==> src/design/zone_poll_response_checker_assert.svh <==
// Assertion helpers; expect clk and rst_n in scope.
`ifndef ZONE_POLL_RESPONSE_CHECKER_ASSERT_SVH
`define ZONE_POLL_RESPONSE_CHECKER_ASSERT_SVH

// Same-cycle implication.
`define ZPR_ASSERT_IMP(lbl, ante, cons, msg) \
  lbl: assert property (@(posedge clk) disable iff (!rst_n) (ante) |-> (cons)) \
    else $error(msg);

// Next-cycle implication.
`define ZPR_ASSERT_NXT(lbl, ante, cons, msg) \
  lbl: assert property (@(posedge clk) disable iff (!rst_n) (ante) |=> (cons)) \
    else $error(msg);

`endif

==> src/design/zpr_pkg.sv <==
package zpr_pkg;

  localparam int CFG_IDX_W  = 3;
  localparam int CFG_DATA_W = 64;
  localparam int SLOT_W     = 3;

  localparam logic [CFG_IDX_W-1:0] CFG_POLL_WAIT  = 3'd0;
  localparam logic [CFG_IDX_W-1:0] CFG_REPLY_WAIT = 3'd1;
  localparam logic [CFG_IDX_W-1:0] CFG_REQUEST_ID = 3'd2;
  localparam logic [CFG_IDX_W-1:0] CFG_DEV_COUNT  = 3'd3;
  localparam logic [CFG_IDX_W-1:0] CFG_ZONE_TABLE = 3'd4;
  localparam logic [CFG_IDX_W-1:0] CFG_ZONE_VALID = 3'd5;

  localparam logic [2:0] EV_POLL     = 3'd0;
  localparam logic [2:0] EV_BYTE     = 3'd1;
  localparam logic [2:0] EV_TIMEOUT  = 3'd2;
  localparam logic [2:0] EV_BADSTART = 3'd3;
  localparam logic [2:0] EV_BADSUM   = 3'd4;
  localparam logic [2:0] EV_MISMATCH = 3'd5;

  localparam logic OP_TICK = 1'b0;
  localparam logic OP_BYTE = 1'b1;

  localparam logic [7:0]  START_BYTE = 8'h10;
  localparam logic [7:0]  CHECK_XOR  = 8'h55;
  localparam logic [15:0] TIMER_MAX  = 16'hffff;

  localparam logic [15:0] REPLY_WAIT_RST = 16'd500;

  typedef struct packed {
    logic [15:0] poll_wait;
    logic [15:0] reply_wait;
    logic [7:0]  request_id;
    logic [3:0]  device_count;
    logic [63:0] zone_table;
    logic [7:0]  zone_valid;
  } zpr_cfg_t;

endpackage

==> src/design/zpr_ctrl.sv <==
`include "zone_poll_response_checker_assert.svh"

module zpr_ctrl import zpr_pkg::*; #(
  parameter int MAX_DEVICES  = 8,
  parameter int FRAME_LENGTH = 16
) (
  input  logic                            clk,
  input  logic                            rst_n,
  input  zpr_cfg_t                        cfg,
  input  logic                            in_valid,
  output logic                            in_stall,
  input  logic                            in_operation,
  input  logic [7:0]                      in_rx_byte,
  output logic                            out_valid,
  input  logic                            out_stall,
  output logic [2:0]                      out_event_res,
  output logic [7:0]                      out_zone,
  output logic [7:0]                      out_req_id_out,
  output logic [7:0]                      out_frame_data,
  output logic [3:0]                      out_byte_index,
  output logic                            out_last,
  output logic                            mem_wr_en,
  output logic [$clog2(FRAME_LENGTH)-1:0] mem_wr_addr,
  output logic [7:0]                      mem_wr_data,
  output logic                            mem_rd_en,
  output logic [$clog2(FRAME_LENGTH)-1:0] mem_rd_addr,
  input  logic [7:0]                      mem_rd_data
);

  localparam int IDX_W = $clog2(FRAME_LENGTH);
  localparam int CNT_W = IDX_W + 1;
  localparam logic [IDX_W-1:0] LAST_IDX = IDX_W'(FRAME_LENGTH - 1);
  localparam logic [CNT_W-1:0] FRAME_CNT = CNT_W'(FRAME_LENGTH);
  localparam logic [3:0] DEV_MAX = 4'(MAX_DEVICES);

  typedef enum logic {ST_IDLE, ST_EMIT} ctrl_state_t;
  typedef enum logic [1:0] {MODE_POLL, MODE_START, MODE_BODY} mode_t;

  ctrl_state_t       state_r, state_nxt;
  mode_t             mode_r, mode_nxt;
  logic [SLOT_W-1:0] slot_r, slot_nxt;
  logic [15:0]       poll_el_r, poll_el_nxt;
  logic [15:0]       reply_el_r, reply_el_nxt;
  logic [7:0]        awaited_r, awaited_nxt;
  logic [IDX_W-1:0]  byte_cnt_r, byte_cnt_nxt;
  logic [7:0]        sum_r, sum_nxt;
  logic [7:0]        id_byte_r, id_byte_nxt;
  logic [7:0]        zone_byte_r, zone_byte_nxt;
  logic [CNT_W-1:0]  rd_idx_r, rd_idx_nxt;
  logic [IDX_W-1:0]  emit_idx_r, emit_idx_nxt;
  logic              pend_r, pend_nxt;
  logic              out_valid_r, out_valid_nxt;
  logic [2:0]        ev_r, ev_nxt;
  logic [7:0]        zone_r, zone_nxt;
  logic [7:0]        rid_r, rid_nxt;
  logic [7:0]        data_r, data_nxt;
  logic [3:0]        bidx_r, bidx_nxt;
  logic              last_r, last_nxt;

  logic              accept, out_free, fire, issue, emit_last, load, id_ok;
  logic [3:0]        count, slot_inc;
  logic [SLOT_W-1:0] slot_adv;
  logic [15:0]       poll_inc, reply_inc;
  logic [IDX_W+3:0]  idx_ext;

  assign out_free = !out_valid_r || !out_stall;
  assign in_stall = !((state_r == ST_IDLE) && out_free);
  assign accept   = in_valid && !in_stall;

  assign count     = (cfg.device_count > DEV_MAX) ? DEV_MAX : cfg.device_count;
  assign slot_inc  = {1'b0, slot_r} + 4'd1;
  assign slot_adv  = (slot_inc > count - 4'd1) ? '0 : slot_inc[SLOT_W-1:0];
  assign poll_inc  = (poll_el_r == TIMER_MAX) ? poll_el_r : poll_el_r + 16'd1;
  assign reply_inc = (reply_el_r == TIMER_MAX) ? reply_el_r : reply_el_r + 16'd1;
  assign id_ok     = (id_byte_r == cfg.request_id) ||
                     ((cfg.request_id != 8'd0) && (id_byte_r == cfg.request_id - 8'd1));

  assign fire      = (state_r == ST_EMIT) && pend_r && out_free;
  assign issue     = (state_r == ST_EMIT) && (rd_idx_r != FRAME_CNT) && (!pend_r || fire);
  assign emit_last = (emit_idx_r == LAST_IDX);
  assign idx_ext   = {4'b0000, emit_idx_r};

  assign mem_rd_en   = issue;
  assign mem_rd_addr = rd_idx_r[IDX_W-1:0];
  assign mem_wr_data = in_rx_byte;

  always_comb begin
    state_nxt     = state_r;
    mode_nxt      = mode_r;
    slot_nxt      = slot_r;
    poll_el_nxt   = poll_el_r;
    reply_el_nxt  = reply_el_r;
    awaited_nxt   = awaited_r;
    byte_cnt_nxt  = byte_cnt_r;
    sum_nxt       = sum_r;
    id_byte_nxt   = id_byte_r;
    zone_byte_nxt = zone_byte_r;
    rd_idx_nxt    = rd_idx_r;
    emit_idx_nxt  = emit_idx_r;
    pend_nxt      = pend_r;
    mem_wr_en     = 1'b0;
    mem_wr_addr   = byte_cnt_r;
    load          = 1'b0;
    ev_nxt        = EV_POLL;
    zone_nxt      = awaited_r;
    rid_nxt       = 8'd0;
    data_nxt      = 8'd0;
    bidx_nxt      = 4'd0;
    last_nxt      = 1'b1;

    if (accept) begin
      if (in_operation == OP_TICK) begin
        poll_el_nxt  = poll_inc;
        reply_el_nxt = reply_inc;
        if (count != 4'd0) begin
          if (mode_r != MODE_POLL) begin
            if (reply_inc > cfg.reply_wait) begin
              load         = 1'b1;
              ev_nxt       = EV_TIMEOUT;
              mode_nxt     = MODE_POLL;
              byte_cnt_nxt = '0;
              sum_nxt      = 8'd0;
            end
          end else if (poll_inc >= cfg.poll_wait) begin
            poll_el_nxt = 16'd0;
            slot_nxt    = slot_adv;
            if (cfg.zone_valid[slot_adv]) begin
              awaited_nxt  = cfg.zone_table[{slot_adv, 3'b000} +: 8];
              load         = 1'b1;
              ev_nxt       = EV_POLL;
              zone_nxt     = cfg.zone_table[{slot_adv, 3'b000} +: 8];
              rid_nxt      = cfg.request_id;
              mode_nxt     = MODE_START;
              reply_el_nxt = 16'd0;
              byte_cnt_nxt = '0;
              sum_nxt      = 8'd0;
            end
          end
        end
      end else if (count != 4'd0) begin
        case (mode_r)
          MODE_START: begin
            if (in_rx_byte != START_BYTE) begin
              load         = 1'b1;
              ev_nxt       = EV_BADSTART;
              mode_nxt     = MODE_POLL;
              byte_cnt_nxt = '0;
              sum_nxt      = 8'd0;
            end else begin
              mem_wr_en    = 1'b1;
              mem_wr_addr  = '0;
              byte_cnt_nxt = IDX_W'(1);
              sum_nxt      = in_rx_byte;
              mode_nxt     = MODE_BODY;
            end
          end
          MODE_BODY: begin
            mem_wr_en = 1'b1;
            if (byte_cnt_r == IDX_W'(2)) begin
              id_byte_nxt = in_rx_byte;
            end
            if (byte_cnt_r == IDX_W'(4)) begin
              zone_byte_nxt = in_rx_byte;
            end
            if (byte_cnt_r != LAST_IDX) begin
              sum_nxt      = sum_r + in_rx_byte;
              byte_cnt_nxt = byte_cnt_r + IDX_W'(1);
            end else begin
              mode_nxt     = MODE_POLL;
              byte_cnt_nxt = '0;
              sum_nxt      = 8'd0;
              if (in_rx_byte != (sum_r ^ CHECK_XOR)) begin
                load   = 1'b1;
                ev_nxt = EV_BADSUM;
              end else if ((zone_byte_r != awaited_r) || !id_ok) begin
                load   = 1'b1;
                ev_nxt = EV_MISMATCH;
              end else begin
                state_nxt    = ST_EMIT;
                rd_idx_nxt   = '0;
                emit_idx_nxt = '0;
                pend_nxt     = 1'b0;
              end
            end
          end
          default: begin
          end
        endcase
      end
    end

    if (issue) begin
      rd_idx_nxt = rd_idx_r + CNT_W'(1);
      pend_nxt   = 1'b1;
    end else if (fire) begin
      pend_nxt = 1'b0;
    end

    if (fire) begin
      load         = 1'b1;
      ev_nxt       = EV_BYTE;
      data_nxt     = mem_rd_data;
      bidx_nxt     = idx_ext[3:0];
      last_nxt     = emit_last;
      emit_idx_nxt = emit_idx_r + IDX_W'(1);
      if (emit_last) begin
        state_nxt = ST_IDLE;
      end
    end

    if (load) begin
      out_valid_nxt = 1'b1;
    end else if (!out_stall) begin
      out_valid_nxt = 1'b0;
    end else begin
      out_valid_nxt = out_valid_r;
    end
  end

  always_ff @(posedge clk) begin
    if (load) begin
      ev_r   <= ev_nxt;
      zone_r <= zone_nxt;
      rid_r  <= rid_nxt;
      data_r <= data_nxt;
      bidx_r <= bidx_nxt;
      last_r <= last_nxt;
    end
    id_byte_r   <= id_byte_nxt;
    zone_byte_r <= zone_byte_nxt;
    emit_idx_r  <= emit_idx_nxt;
    if (!rst_n) begin
      state_r     <= ST_IDLE;
      mode_r      <= MODE_POLL;
      slot_r      <= '0;
      poll_el_r   <= 16'd0;
      reply_el_r  <= 16'd0;
      awaited_r   <= 8'd0;
      byte_cnt_r  <= '0;
      sum_r       <= 8'd0;
      rd_idx_r    <= '0;
      pend_r      <= 1'b0;
      out_valid_r <= 1'b0;
    end else begin
      state_r     <= state_nxt;
      mode_r      <= mode_nxt;
      slot_r      <= slot_nxt;
      poll_el_r   <= poll_el_nxt;
      reply_el_r  <= reply_el_nxt;
      awaited_r   <= awaited_nxt;
      byte_cnt_r  <= byte_cnt_nxt;
      sum_r       <= sum_nxt;
      rd_idx_r    <= rd_idx_nxt;
      pend_r      <= pend_nxt;
      out_valid_r <= out_valid_nxt;
    end
  end

  assign out_valid      = out_valid_r;
  assign out_event_res  = ev_r;
  assign out_zone       = zone_r;
  assign out_req_id_out = rid_r;
  assign out_frame_data = data_r;
  assign out_byte_index = bidx_r;
  assign out_last       = last_r;

  `ZPR_ASSERT_IMP(a_no_wr_in_emit, mem_wr_en, state_r == ST_IDLE, "frame write during emit")
  `ZPR_ASSERT_IMP(a_status_last, out_valid_r && (ev_r != EV_BYTE), last_r, "status not last")
  `ZPR_ASSERT_IMP(a_last_idx, out_valid_r && (ev_r == EV_BYTE) && last_r,
                  bidx_r == idx_ext[3:0] - 4'd1, "last byte index off")
  `ZPR_ASSERT_IMP(a_rd_bound, state_r == ST_EMIT, rd_idx_r <= FRAME_CNT, "read past frame")
  `ZPR_ASSERT_NXT(a_emit_done, fire && emit_last, state_r == ST_IDLE, "emit did not finish")

endmodule

==> config.mk <==
export PLATFORM = sky130hd
export DESIGN_NAME = zpr_ctrl
export DESIGN_NICKNAME = d
export VERILOG_FILES = /design/src/design/zpr_pkg.sv /design/src/design/zpr_ctrl.sv
export VERILOG_INCLUDE_DIRS = /design/src /design/src/design
export SDC_FILE = /design/constraint.sdc
export NUM_CORES = 1
export LEC_CHECK = 0
export BUFFER_PORTS_ARGS = -buffer_cell sky130_fd_sc_hd__buf_2
export CAP_MARGIN = 10
export CORE_ASPECT_RATIO = 1.75
export CORE_MARGIN = 3
export CORE_UTILIZATION = 55
export CTS_BUF_LIST = sky130_fd_sc_hd__clkbuf_16
export DETAILED_ROUTE_END_ITERATION = 10
export GPL_ROUTABILITY_DRIVEN = 0
export PLACE_DENSITY = 0.82
export SYNTH_ARGS = -nofsm -noshare
export SYNTH_HDL_FRONTEND = slang
export SYNTH_SLANG_ARGS = --single-unit
export TNS_END_PERCENT = 1
==> constraint.sdc <==
create_clock -name clk -period 6.5 [get_ports clk]
set_input_delay 0.325 -clock clk [delete_from_list [all_inputs] [get_ports clk]]
set_output_delay 0.325 -clock clk [all_outputs]
set_load 0.02 [all_outputs]
==> results.ini, run 1 <==
[status]
status = complete, no violations

[die]
coreArea_um2 = 14000
die-width_um = 96.6
dieArea_um2 = 15900
rows = 57
floorplan.initialDensity_pct = 56.6
ioPinCount = 189
die_y_um = 165

[synth]
synthArstFlopShare_pct = 0
synthCells = 861
synth_ff_type = dfxtp_1
synth_xor_xnor_area_share_pct = 6.31
ys_seq_elements = 117
syn_area_um2 = 7910
synth-compound-area-share_pct = 16.2
ys_warn_count = 0
synthMuxAreaShare_pct = 7.58
synth_nets = 1057
synth_seq_area_share_pct = 36.2
synth.distinct_cells = 78
synth_edf_count = 52
synth.avg_cell_area_um2 = 9.18
synth_fa_ha_area_share_pct = 9.43
synthSimpleGateAreaFrac_pct = 18.7
synth_top_family_by_area = simple AND/OR/NAND/NOR gates

[sta]
finalCritPeriodShare_pct = 78.2
fin_crit_ns = 5.08
setup_viol = 0
max-slew-margin-rel_pct = 22.1
fmax_mhz = 197
hold_viol = 0
postLayoutSetupSlackWorst_ns = 1.42
tns_ns = 0
worstMarginPinSlew_ns = 1.17
grt_setup_unrepaired = no
slew_viol_final = 0
fin_worst_skew_ns = 0.00812

[critical_path]
crit_path_max_fanout = 21
cp-end-kind = flip-flop
worstSetupStartpointType = flip-flop
criticalPathCategory = flip-flop to flip-flop
cp.arrival_ns = 5.19
worstPathRequired_ns = 6.61

[drt]
vias = 7114
wire_per_inst_um = 16.5
drc_errors = 0
vias_per_cell = 5.86
drtAntennaViolNets = 0
drt_iter0_drc = 346
routed_wl_um = 20100
firstDrtPassIters = 5

[global_routing]
antenna_found_initial = 0
top_usage_layer = met2
use_met2_pct = 47.9
grt_pass1_vias = 6995
grt_max_degree = 34
grtUsageMet3_pct = 4.82
grt_use_total_pct = 24.7
grt_pass1_wl_um = 32500
grt_overflow_total = 0
grt_use_met1_pct = 25.7

[power]
power.density_nw_per_um2 = 203
ir_drop_mv = 0.202
p_total_mw = 1.92
p_leak_nw = 4.36

[final_layout]
drive_gt1_share_pct = 23.7
final_common_cell = buf_2
layout_common_cells = buf_2 (188), a21oi_1 (72), nand2_1 (65), dfxtp_1 (65), nor2_1 (60)
final_cells = 1215
multi_input_area_um2 = 4610
fin_nets = 1221
regArea_um2 = 2860
diodes = 0
area_delta_synth_final_pct = 19.6
fillers = 1149

[clocking]
cts_made_buffers = 17
post_cts.repair.setup_buffers = 0
clockBufferDepth = 2
cts.repair.resized = 0
htreeDepth = 4
clock-root-buffer = clkbuf_16
clock_latency_ns = 0.41
clock-sinks = 117
holdBufCountCts = 0
cts_tree = built
clkTransAtPathRegs_ns = 0.06

[place]
dpl_worst_slack_ns = 1.63
numPortBuffers = 188
place_hpwl_um = 15400
dpl.cell_count = 1183

[job]
max_cap_viol_count = 0

[hold_path]
hold_path.class = input pin to flip-flop

-- worst max-delay path: stages, from the launching register on --
cell and delay [ns]:
dfxtp_1 0.40, ha_1 0.25, nand2_1 0.13, or3_1 0.40, o21ai_1 0.41, nor2_1 0.15, xor2_1 0.17, ha_1 0.30
nand4_1 0.14, nor2_1 0.12, o2111ai_1 0.15, o21a_1 0.33, nor3_2 0.90, and2_1 0.77, a21oi_1 0.17
-- layer usage --
| layer | wire [um] | part of all wire (%) |
|---|---|---|
| met2 | 11100 | 55 |
| met3 | 1010 | 5.0 |
| met5 | 0 | 0 |
| met1 | 7300 | 36 |
| met4 | 650 | 3.2 |
-- power by group --
part	internal (mW)	switching (mW)
clock	0.606	0.344
combinational	0.0802	0.114
sequential	0.773	0.00378
total	1.46	0.462
-- cells in the mapped netlist, types with 16 or more instances --
| master | count | share of area (%) |
|---|---|---|
| a21oi_1 | 72 | 4.6 |
| dfxtp_1 | 65 | 16 |
| nand2_1 | 65 | 3.1 |
| nor2_1 | 60 | 2.8 |
| ha_1 | 58 | 9.2 |
| edfxtp_1 | 52 | 20 |
| mux2i_1 | 52 | 6.6 |
| inv_1 | 51 | 2.4 |
| xnor2_1 | 36 | 4.0 |
| nand3_1 | 33 | 2.1 |
| o21ai_0 | 25 | 1.6 |
| clkbuf_1 | 23 | 1.1 |
| xor2_1 | 21 | 2.3 |
| and2_1 | 18 | 1.4 |
| and3_1 | 17 | 1.3 |
| nand4_1 | 16 | 1.3 |
-- per-stage QoR --
step	util, %	hold WS [ns]	area (um2)
after floorplan	-	0.424	7910
after global placement	63.3	0.443	8850
after detailed placement	63.3	0.463	8850
after CTS	67.7	0.176	9460
after global routing	67.7	0.175	9460
final	67.7	0.196	9460
-- flip-flops by register name, indices dropped and copies added, names as in the netlist, 5 cells and up --
signal / flops
reply_el_r: 16
poll_el_r: 16
sum_r: 8
zone_byte_r: 8
id_byte_r: 8
awaited_r: 8
rd_idx_r: 5
out_zone: 8
out_frame_data: 8
out_req_id_out: 8
-- cell families (layout without fill, tap and decap cells) --
logic type | count (synthesis) | count (layout)
simple gates | 284 | 284
xor+xnor | 57 | 57
fa+ha+maj | 59 | 59
compound gates | 188 | 188
buf+inv | 98 | 275
flops | 117 | 117
mux | 58 | 58
-- path summary, 6_finish.rpt --
check	start	end	slack, ns	cells after the start
worst max-delay path	poll_el_r[0]	out_zone[4]	1.42	14
worst min register to register	sum_r[5]	sum_r[5]	0.47	2
worst min-delay path	mem_rd_data[5]	out_frame_data[5]	0.20	2
worst max register to register	poll_el_r[0]	out_zone[4]	1.42	14
-- layout make-up --
class / count / share of cell area (%)
Timing Repair Buffer: 192 / 10.3
Tap cell: 177 / 2.34
Multi-Input combinational cell: 646 / 48.7
Inverter: 51 / 2.02
Clock buffer: 17 / 4.50
Clock inverter: 15 / 1.89
Sequential cell: 117 / 30.3
Power figures use the tool's default switching activity.
==> run 2, diff against run 1 <==
ABC_AREA = 1   (was default)
clock period = 5.2 ns   (was 6.5 ns; I/O delays follow)
==> run 2 against run 1 <==
Against the previous run:
- synthesized cell count grew 27%
- sequential power rose by 26%
- worst hold slack lost 0.080 ns
- sequential share of layout area down 0.23 points
- die area rose by 0.50%
- synthesized area is 0.52% higher
- power grew 32%
- largest cell class unchanged
- wire length up 1.9%
- worst setup slack worse by 0.21 ns
- sequential cell count unchanged
- clock power is 33% higher
- final cell count up 19%
==> results.ini, run 2 <==
[die]
die_y_um = 165  ; +0.25%
ioPinCount = 189  ; unchanged
floorplan.initialDensity_pct = 56.6  ; about the same
rows = 57  ; unchanged
die-width_um = 96.9  ; +0.24%
coreArea_um2 = 14000  ; +0.51%
dieArea_um2 = 16000  ; +0.50%

[clocking]
clock-sinks = 117  ; unchanged
clock_latency_ns = 0.41  ; about the same
htreeDepth = 4  ; unchanged
clockBufferDepth = 2  ; unchanged
clock-root-buffer = clkbuf_16
post_cts.repair.setup_buffers = 0  ; unchanged
cts_made_buffers = 17  ; unchanged
cts.repair.resized = 0  ; unchanged
cts_tree = built
holdBufCountCts = 0  ; unchanged
clkTransAtPathRegs_ns = 0.05  ; about the same

[synth]
yosys.area.top_type = edfxtp_1
ys_seq_elements = 117  ; unchanged
synthCells = 1090  ; +27%
syn_area_um2 = 7950  ; +0.52%
synthArstFlopShare_pct = 0  ; unchanged
synth.distinct_cells = 48  ; -38%
synth_seq_area_share_pct = 36.0  ; -0.19 points
synth.avg_cell_area_um2 = 7.29  ; -21%
synth_area_leaders = edfxtp_1 (20%), dfxtp_1 (16%), nand2_1 (13%)
netlist.area_leader.share_pct = 19.6  ; -0.10 points
synth_nets = 1286  ; +22%
synth_ff_type = dfxtp_1
ys_warn_count = 0  ; unchanged
synth_edf_count = 52  ; unchanged
netlist_top_cells_count = nand2_1 (271), inv_1 (154), nor2_1 (117), a21oi_1 (84), dfxtp_1 (65)
synth.most_common_cell = nand2_1

[sta]
worstMarginPinSlew_ns = 1.10  ; -0.0698 ns
max-slew-margin-rel_pct = 26.4  ; +4.4 points
setup_viol = 0  ; unchanged
grt_setup_unrepaired = no
slew_viol_final = 0  ; unchanged
hold_viol = 0  ; unchanged
tns_ns = 0  ; unchanged
fin_worst_skew_ns = 0.0125  ; +0.00440 ns
fmax_mhz = 250  ; +27%
fin_crit_ns = 4.00  ; -1.09 ns
finalCritPeriodShare_pct = 76.9  ; -1.3 points

[critical_path]
r2r-start = poll_el_r[0]
cp.arrival_ns = 4.06  ; -1.13 ns
startpoint = poll_el_r[0]
criticalPathCategory = flip-flop to flip-flop
reg2reg_depth = 23  ; +9
crit_path_max_fanout = 32  ; +52%
worstPathRequired_ns = 5.26  ; -1.35 ns
r2r-end = out_zone[3]
ff2ff_setup_slack_ns = 1.20  ; -0.21 ns
cp-end-kind = flip-flop
cp-endpoint = out_zone[3]
worstSetupStartpointType = flip-flop

[drt]
drc_errors = 0  ; unchanged
routed_wl_um = 20500  ; +1.9%
wire_per_inst_um = 14.1  ; -15%
wl_met1_um = 7470  ; +2.4%
vias_per_cell = 5.31  ; -9.3%
drt_iter0_drc = 423  ; +22%
dr_wl_met2_um = 11300  ; +1.2%
vias = 7704  ; +8.3%
top_layer = met4
drtAntennaViolNets = 0  ; unchanged
dr_wl_met3_um = 756  ; -25%
firstDrtPassIters = 5  ; unchanged

[global_routing]
grt_pass1_vias = 7548  ; +7.9%
grt_use_total_pct = 25.6  ; +0.91 points
antenna_found_initial = 0  ; unchanged
grt_max_degree = 59  ; +74%
grt_pass1_wl_um = 33500  ; +3.2%
grt_overflow_total = 0  ; unchanged

[final_layout]
layout_common_cells = nand2_1 (271), buf_2 (188), inv_1 (154)
area_delta_synth_final_pct = 19.9
fin_nets = 1456  ; +19%
final_common_cell = nand2_1
drive_gt1_share_pct = 21.1  ; -2.6 points
diodes = 0  ; unchanged
final_cells = 1450  ; +19%
largestRegisters = poll_el_r: 16 flops, reply_el_r: 16 flops

[power]
p_leak_nw = 4.67  ; +7.0%
power.density_nw_per_um2 = 266  ; +31%
ir_drop_mv = 0.215  ; +6.3%
p_total_mw = 2.54  ; +32%

[job]
max_cap_viol_count = 0  ; unchanged

[status]
status = complete, no violations

[place]
place_hpwl_um = 15700  ; +2.1%
numPortBuffers = 188  ; unchanged
dpl.cell_count = 1418  ; +20%

[hold_path]
hold_path.class = input pin to flip-flop

## run 2: worst max-delay path, stage by stage, from the launching register on
cell and delay [ns]:
dfxtp_1 0.38, ha_1 0.19, nand2_1 0.09, nor2_2 0.15, nand3_2 0.12, nor2_2 0.13, nand2_1 0.08, nor3_2 0.19
nand2_2 0.24, inv_2 0.14, a21oi_1 0.05, o21ai_1 0.13, ha_1 0.17, nand2_1 0.08, inv_1 0.06, nand3_1 0.08
nor3_1 0.20, nand2_1 0.08, nand3_1 0.12, nand2_1 0.08, nand2_2 0.23, nand3_1 0.14, nand2_1 0.08, buf_4 0.40
## run 2: cell families (layout without fill, tap and decap cells)
family          Yosys count  count (layout)  synth area share, %
buf+inv                 201             384                 10.6
compound gates          159             159                 11.7
fa+ha+maj                59              59                 9.38
simple gates            516             516                 28.0
xor+xnor                 38              38                 4.28
flops                   117             117                 36.0
## run 2: area by class of cell
type | instances | area (um2)
flip-flops and latches | 117 | 2860
clock inverters | 15 | 211
fillers | 1243 | 4520
inverters | 161 | 604
multi-input cells | 772 | 4240
well taps | 177 | 221
repair buffers | 191 | 963
clock buffers | 17 | 425
## run 2: routing by layer
metal	global-route usage, %	up-vias
met3	3.72	85
li1	-	3880
met5	0	-
met2	49.0	232
met4	14.3	0
met1	26.4	3507
## run 2: how the worst min path moves through the flow
stage	startpoint	end	slack, ns	cells past startpoint
finish	in_rx_byte[7]	zone_byte_r[7]	0.12	1
global route	in_rx_byte[7]	zone_byte_r[7]	0.11	1
detailed placement	sum_r[6]	sum_r[6]	0.44	2
global placement	sum_r[6]	sum_r[6]	0.44	2
floorplan	rst_n	out_valid	0.36	2
CTS	in_rx_byte[7]	id_byte_r[7]	0.10	1
## run 2: metrics by stage
step	setup WS, ns	area, um2	util (%)	hold slack, ns
floorplan	1.53	7950	-	0.358
global placement	1.42	8890	63.3	0.436
finish	1.20	9530	67.8	0.116
global route	0.756	9530	67.8	0.110
detailed placement	1.31	8890	63.3	0.444
CTS	1.23	9530	67.8	0.102
## run 2: power breakdown
part / total (mW) / internal, mW / switching [mW]
logic: 0.292 / 0.106 / 0.186
registers: 0.979 / 0.973 / 0.00620
clock network: 1.26 / 0.845 / 0.420
